$ cat src/hdl/qvr_divider.sv
module qvr_divider #(
	parameter int NUM_WIDTH = 70,
	parameter int DEN_WIDTH = 34,
	parameter int QUO_WIDTH = 17
) (
	input  logic                        clk,
	input  logic                        advance,
	input  logic signed [NUM_WIDTH-1:0] num,
	input  logic        [DEN_WIDTH-1:0] den,
	output logic signed [QUO_WIDTH-1:0] quo
);

	// one quotient bit per stage, restoring division of the magnitude
	localparam int RW = DEN_WIDTH + 1;
	localparam int NS = QUO_WIDTH + 1;

	logic [NUM_WIDTH-1:0] mag_s [NS+1];
	logic [RW-1:0]        rem_s [NS+1];
	logic [NS-1:0]        qb_s  [NS+1];
	logic [DEN_WIDTH-1:0] den_s [NS+1];
	logic                 neg_s [NS+1];
	logic signed [QUO_WIDTH-1:0] quo_q;

	logic [NUM_WIDTH-1:0] abs_num;
	// magnitude of num*2 + den rounded: floor((2|a|+d)/(2d)) gives half-up for
	// positive; negative handled via floor((2a+d)/(2d)) on signed value
	logic signed [NUM_WIDTH+1:0] adj;

	always_comb begin
		adj = (NUM_WIDTH+2)'(num) * 2 + (NUM_WIDTH+2)'($signed({1'b0, den}));
		abs_num = adj[NUM_WIDTH+1] ? NUM_WIDTH'(-adj) : NUM_WIDTH'(adj);
	end

	// stage 0 registers the operands
	always_ff @(posedge clk) begin
		if (advance) begin
			mag_s[0] <= abs_num;
			rem_s[0] <= '0;
			qb_s[0]  <= '0;
			den_s[0] <= den;
			neg_s[0] <= adj[NUM_WIDTH+1];
		end
	end

	// quotient of adj / (2 den) fits in NS bits; the high bits of the
	// magnitude stay below the divisor, so start from bit NS-1 of the shifted word
	for (genvar i = 0; i < NS; i++) begin : g_step
		logic [RW:0]  trial;
		logic [RW-1:0] nrem;
		logic          bitq;
		logic [NUM_WIDTH-1:0] m;
		always_comb begin
			m = mag_s[i];
			if (i == 0)
				trial = {1'b0, (RW)'(m >> (NS))} << 1 | (RW+1)'(m[NS-1]);
			else
				trial = {rem_s[i], m[NS-1-i]};
			bitq = trial >= {1'b0, den_s[i], 1'b0};
			nrem = bitq ? RW'(trial - {1'b0, den_s[i], 1'b0}) : RW'(trial);
		end
		always_ff @(posedge clk) begin
			if (advance) begin
				mag_s[i+1] <= mag_s[i];
				rem_s[i+1] <= nrem;
				qb_s[i+1]  <= {qb_s[i][NS-2:0], bitq};
				den_s[i+1] <= den_s[i];
				neg_s[i+1] <= neg_s[i];
			end
		end
	end

	logic [NS-1:0] qm;
	logic          rz;
	always_comb begin
		qm = qb_s[NS];
		rz = rem_s[NS] == '0;
	end

	// floor for negatives: -ceil(|a|/d)
	always_ff @(posedge clk) begin
		if (advance) begin
			if (neg_s[NS])
				quo_q <= QUO_WIDTH'(-$signed({1'b0, qm}) - (rz ? 0 : 1));
			else
				quo_q <= QUO_WIDTH'(qm);
		end
	end

	assign quo = quo_q;

endmodule

$ cat config.mk
export PLATFORM = sky130hd
export DESIGN_NAME = qvr_divider
export DESIGN_NICKNAME = d
export VERILOG_FILES = /design/src/hdl/qvr_divider.sv
export SDC_FILE = /design/constraint.sdc
export NUM_CORES = 2
export LEC_CHECK = 0
export ABC_AREA = 1
export BUFFER_PORTS_ARGS = -buffer_cell sky130_fd_sc_hd__buf_2
export CAP_MARGIN = 20
export CORE_MARGIN = 5
export CORE_UTILIZATION = 45
export CTS_CLUSTER_DIAMETER = 30
export CTS_CLUSTER_SIZE = 16
export DETAILED_ROUTE_END_ITERATION = 12
export PLACE_DENSITY_LB_ADDON = 0.1
export SLEW_MARGIN = 30
export SYNTH_ARGS = -nofsm -noshare
export SYNTH_HDL_FRONTEND = slang
export SYNTH_SLANG_ARGS = --single-unit
$ cat constraint.sdc
create_clock -name clk -period 3.5 [get_ports clk]
set_input_delay 0.7 -clock clk [delete_from_list [all_inputs] [get_ports clk]]
set_output_delay 0.7 -clock clk [all_outputs]
set_load 0.02 [all_outputs]
==> key figures <==
Status
  – Status: complete, no violations

STA
  – Final Critical Period: 3.36 ns
  – Pins Over Slew Limit: 0
  – # setup viols final: 0
  – RSZ-0062 raised after global routing: yes
  – Fmax: 297 MHz
  – Max-Slew Margin vs Limit: 37.4%
  – Skew final: 0.0891 ns
  – Worst Max-Slew Pin Slew: 0.931 ns
  – Final hold slack: 0.0731 ns
  – PnR worst setup slack: ~0.14 ns
  – Final hold violation count: 0
  – Setup tns final: 0 ns
  – Period utilisation layout: between 90% and 100%

Layout
  – Non-Filler Instances: roughly 15000
  – Syn-to-layout area delta: 21.2%
  – Reg area: 0.0486 mm²
  – Multi-input logic area: 0.0423 mm²
  – Fin area: between 0.1 and 0.15 mm²
  – Final nets: around 12000
  – Layout fillers: a little under 20000
  – Layout cells sized above 1: between 10 and 15%
  – Fin util: a little over half

Setup path
  – Worst r2r src: den_s[7][0]
  – Most frequent CP cell: nand2_1
  – Slowest stage cell, crit path: dlygate4sd3_1
  – R2r endpoint: rem_s[8][31]
  – CP delay by family, top: simple AND/OR/NAND/NOR gates
  – CP endpoint kind: flop
  – Data required, critical path: 4.11 ns
  – Bufs and invs on worst path: 4
  – Crit path kind: in2reg
  – Worst Setup Start Kind: input pin
  – Crit path max fanout: 4
  – R2R depth: 12
  – R2R Setup Slk: 0.15 ns
  – Arrival @ worst endpoint: 3.97 ns
  – Worst path max stage delay: 0.52 ns
  – Crit-path cells: dlygate4sd3_1, buf_2, ha_1, fa_2, nand3_1, nand2_1, nand2_2, nand2_4, nand2_1, nand2_1, nand2_1, nand2_2, nand4_1, nor2_2, nand3_1, buf_4, o21ai_2, buf_4, nand2_1, xor2_1

Floorplan
  – Starting Density: 45.3%
  – Die ar.: 0.225 mm²
  – DIE WIDTH: 475 µm
  – Row count: between 150 and 200
  – I/O pin count: 123
  – Core box area: 0.215 mm²
  – Die Span Y: 475 µm

Route
  – DRC: 0
  – Top sig layer: met5
  – Total number of vias: 77813
  – Routed wl met3: roughly 18000 µm
  – DRT iter0 DRCs: 6214
  – Vias per inst: 5.30
  – Antenna viol nets, final: 0
  – Metal2 WL: 137000 µm
  – TritonRoute pass-1 iters: 6
  – Wire per inst: 21.0 µm
  – WL met1: 143000 µm
  – Final wirelength: 308000 µm

Placed design
  – Worst slack, placed: -0.334 ns
  – Dpl cell area: 0.105 mm²
  – Port Buf Inserts: around 120
  – Placed Cells: ~14000
  – GP Congestion: 0.949
  – DP Wirelength: 250000 µm

Logic synthesis
  – Dominant cell type by area after synthesis: edfxtp_1
  – EDFF count, synth: 1619
  – Unique masters post-synth: 58
  – Syn nets: between 10000 and 15000
  – Fraction of registers with async set or reset after synthesis: 0%
  – Synth Flop Type: edfxtp_1
  – Top post-synthesis cells by area: edfxtp_1 50%, ha_1 8.6%, nand2_1 7.2%, inv_1 6.0%, a21oi_1 5.8%
  – Post-Synthesis Cells: 10665
  – Synth top area share: 50.0%
  – Yosys warns: 0
  – Seq cells post-synth: between 1500 and 2000
  – Sequential element share of the synthesized area: between 50% and 60%
  – Avg Cell Area, Syn: 9.12 µm²
  – Post-Syn Area: a little under 0.1 mm²

Hold path
  – Type of the most critical hold path: in2reg
  – Worst Hold Endpoint: den_s[0][16]
  – Worst Hold Path Cells: 2
  – HP Start: den[16]

GRT
  – Largest net degree at the start of global routing: 98
  – Initial antenna violation count: 14
  – First-pass GRT wire length: between 400000 and 500000 µm
  – Congestion Overflow GR: 0
  – GRT Util Overall: a little over a quarter
  – Vias in the first global route: 75813

Power and ir drop
  – Worst vdd ir: just under 0.7 mV
  – PwrDens: 955 mW/mm²
  – Lkg Pwr: just over 50 nW
  – PnR Total Power: 113 mW

Clock network
  – Max Buffers Root-to-Sink: 4
  – Latest clock arrival within the worst-skew pair: 0.94 ns
  – Inserted Clock Buffers: 358
  – H-tree depth: 5
  – CTS Root Cell: clkbuf_16
  – Clk sink count: 1619
  – TritonCTS clock tree: built
  – Clock transition at path regs: 0.05 ns

Flow run
  – Max cap viols: 0
## worst register-to-register path, cell delays in order, from the launching register on
cell and delay, ns:
edfxtp_1 0.48, ha_1 0.29, fa_1 0.45, o21ai_1 0.30, a21boi_0 0.21, o21bai_1 0.35
buf_4 0.20, nand2_1 0.07, o2111ai_1 0.19, nand2_1 0.09, nand2_1 0.09, xnor2_1 0.13
o21ai_0 0.15
## report_power, final
| group | internal (mW) | leakage [nW] | switching (mW) | total [mW] |
|---|---|---|---|---|
| logic | 17.2 | 29.3 | 29.5 | 46.7 |
| registers | 28.8 | 15.8 | 3.59 | 32.4 |
| clock network | 22.7 | 5.80 | 10.7 | 33.4 |
## worst max-delay path by stage
stage	to	startpoint	slack [ns]	depth (start not counted)
2_1_floorplan	mag_s[0][43]	num[0]	0.40	20
6_report	mag_s[0][36]	den[1]	0.14	20
3_5_place_dp	mag_s[0][38]	den[10]	-0.33	17
3_3_place_gp	mag_s[0][48]	den[11]	-0.33	20
5_1_grt	quo[15]	rem_s[18][26]	-0.06	20
4_1_cts	quo[15]	rem_s[18][25]	0.001	20
## per-layer routing
metal / vias up / global-route usage (%)
met5: - / 0
met4: 6 / 8.24
met3: 478 / 4.11
met2: 2183 / 42.2
met1: 36789 / 38.5
li1: 38357 / -
## logic make-up (layout without fill, tap and decap cells)
| kind of cell | Yosys count | after routing | synth area share (%) |
|---|---|---|---|
| other cells | 0 | 4 | 0 |
| compound gates | 2256 | 2256 | 13.1 |
| fa+ha+maj | 684 | 684 | 8.95 |
| xor+xnor | 591 | 591 | 5.34 |
| simple gates | 3801 | 3801 | 15.8 |
| buf+inv | 1707 | 2878 | 6.72 |
| flops | 1619 | 1619 | 50.0 |
| mux | 7 | 7 | 0.0811 |
## cells in the final DEF, fill, tap and decap left out, drive strengths merged, types with 2 or more instances in the layout
cell / n
nor4: 71
nor2: 1331
ha: 665
xnor2: 302
o31a: 2
nand2: 1893
buf: 652
clkbuf: 393
o211a: 3
a211oi: 8
o22ai: 2
clkinvlp: 44
o221ai: 18
nand4: 94
a21oi: 1142
and3: 9
nand2b: 8
a21o: 98
inv: 1609
a21boi: 49
diode: 4
bufinv: 52
o221a: 3
o2111ai: 18
mux2: 7
dlygate4sd3: 13
o211ai: 6
xor2: 289
nand3b: 12
nor3: 96
o31ai: 5
a221oi: 50
edfxtp: 1619
o21ai: 598
clkinv: 115
a31oi: 77
fa: 19
o21bai: 80
o21a: 95
nand3: 284
## repair_timing
item | 4_1_cts | 5_1_grt
resized for setup | 7 | 61
pin swaps | 5 | 12
setup buffers | 3 | 0
hold buffers | 13 | 0
hold endpoints to repair | 13 | 0
endpoints found under the setup margin | 3 | 46
## registers in the layout, indices dropped and copies added (netlist names)
register,cells
mag_s,191
neg_s,19
quo,17
rem_s,627
qb_s,153
den_s,612
## area by class of cell
type / count / share of cell area (%)
repair buffers: 665 / 4.52
clock inverters: 243 / 2.51
diodes: 4 / 0.00850
flip-flops and latches: 1619 / 41.3
inverters: 1577 / 5.02
clock buffers: 393 / 7.77
well taps: 2838 / 3.01
multi-input cells: 7339 / 35.9
## synth_stat cells, types with 83 or more instances
| master | instances |
|---|---|
| inv_1 | 1567 |
| ha_1 | 665 |
| o21a_1 | 95 |
| nand2_1 | 1872 |
| nand4_1 | 94 |
| o21ai_1 | 83 |
| xor2_1 | 288 |
| nand3_1 | 277 |
| xnor2_1 | 302 |
| edfxtp_1 | 1619 |
| o21ai_0 | 504 |
| nor2_1 | 1317 |
| nor3_1 | 96 |
| a21o_1 | 98 |
| a21oi_1 | 1136 |
Power figures use the tool's default switching activity.
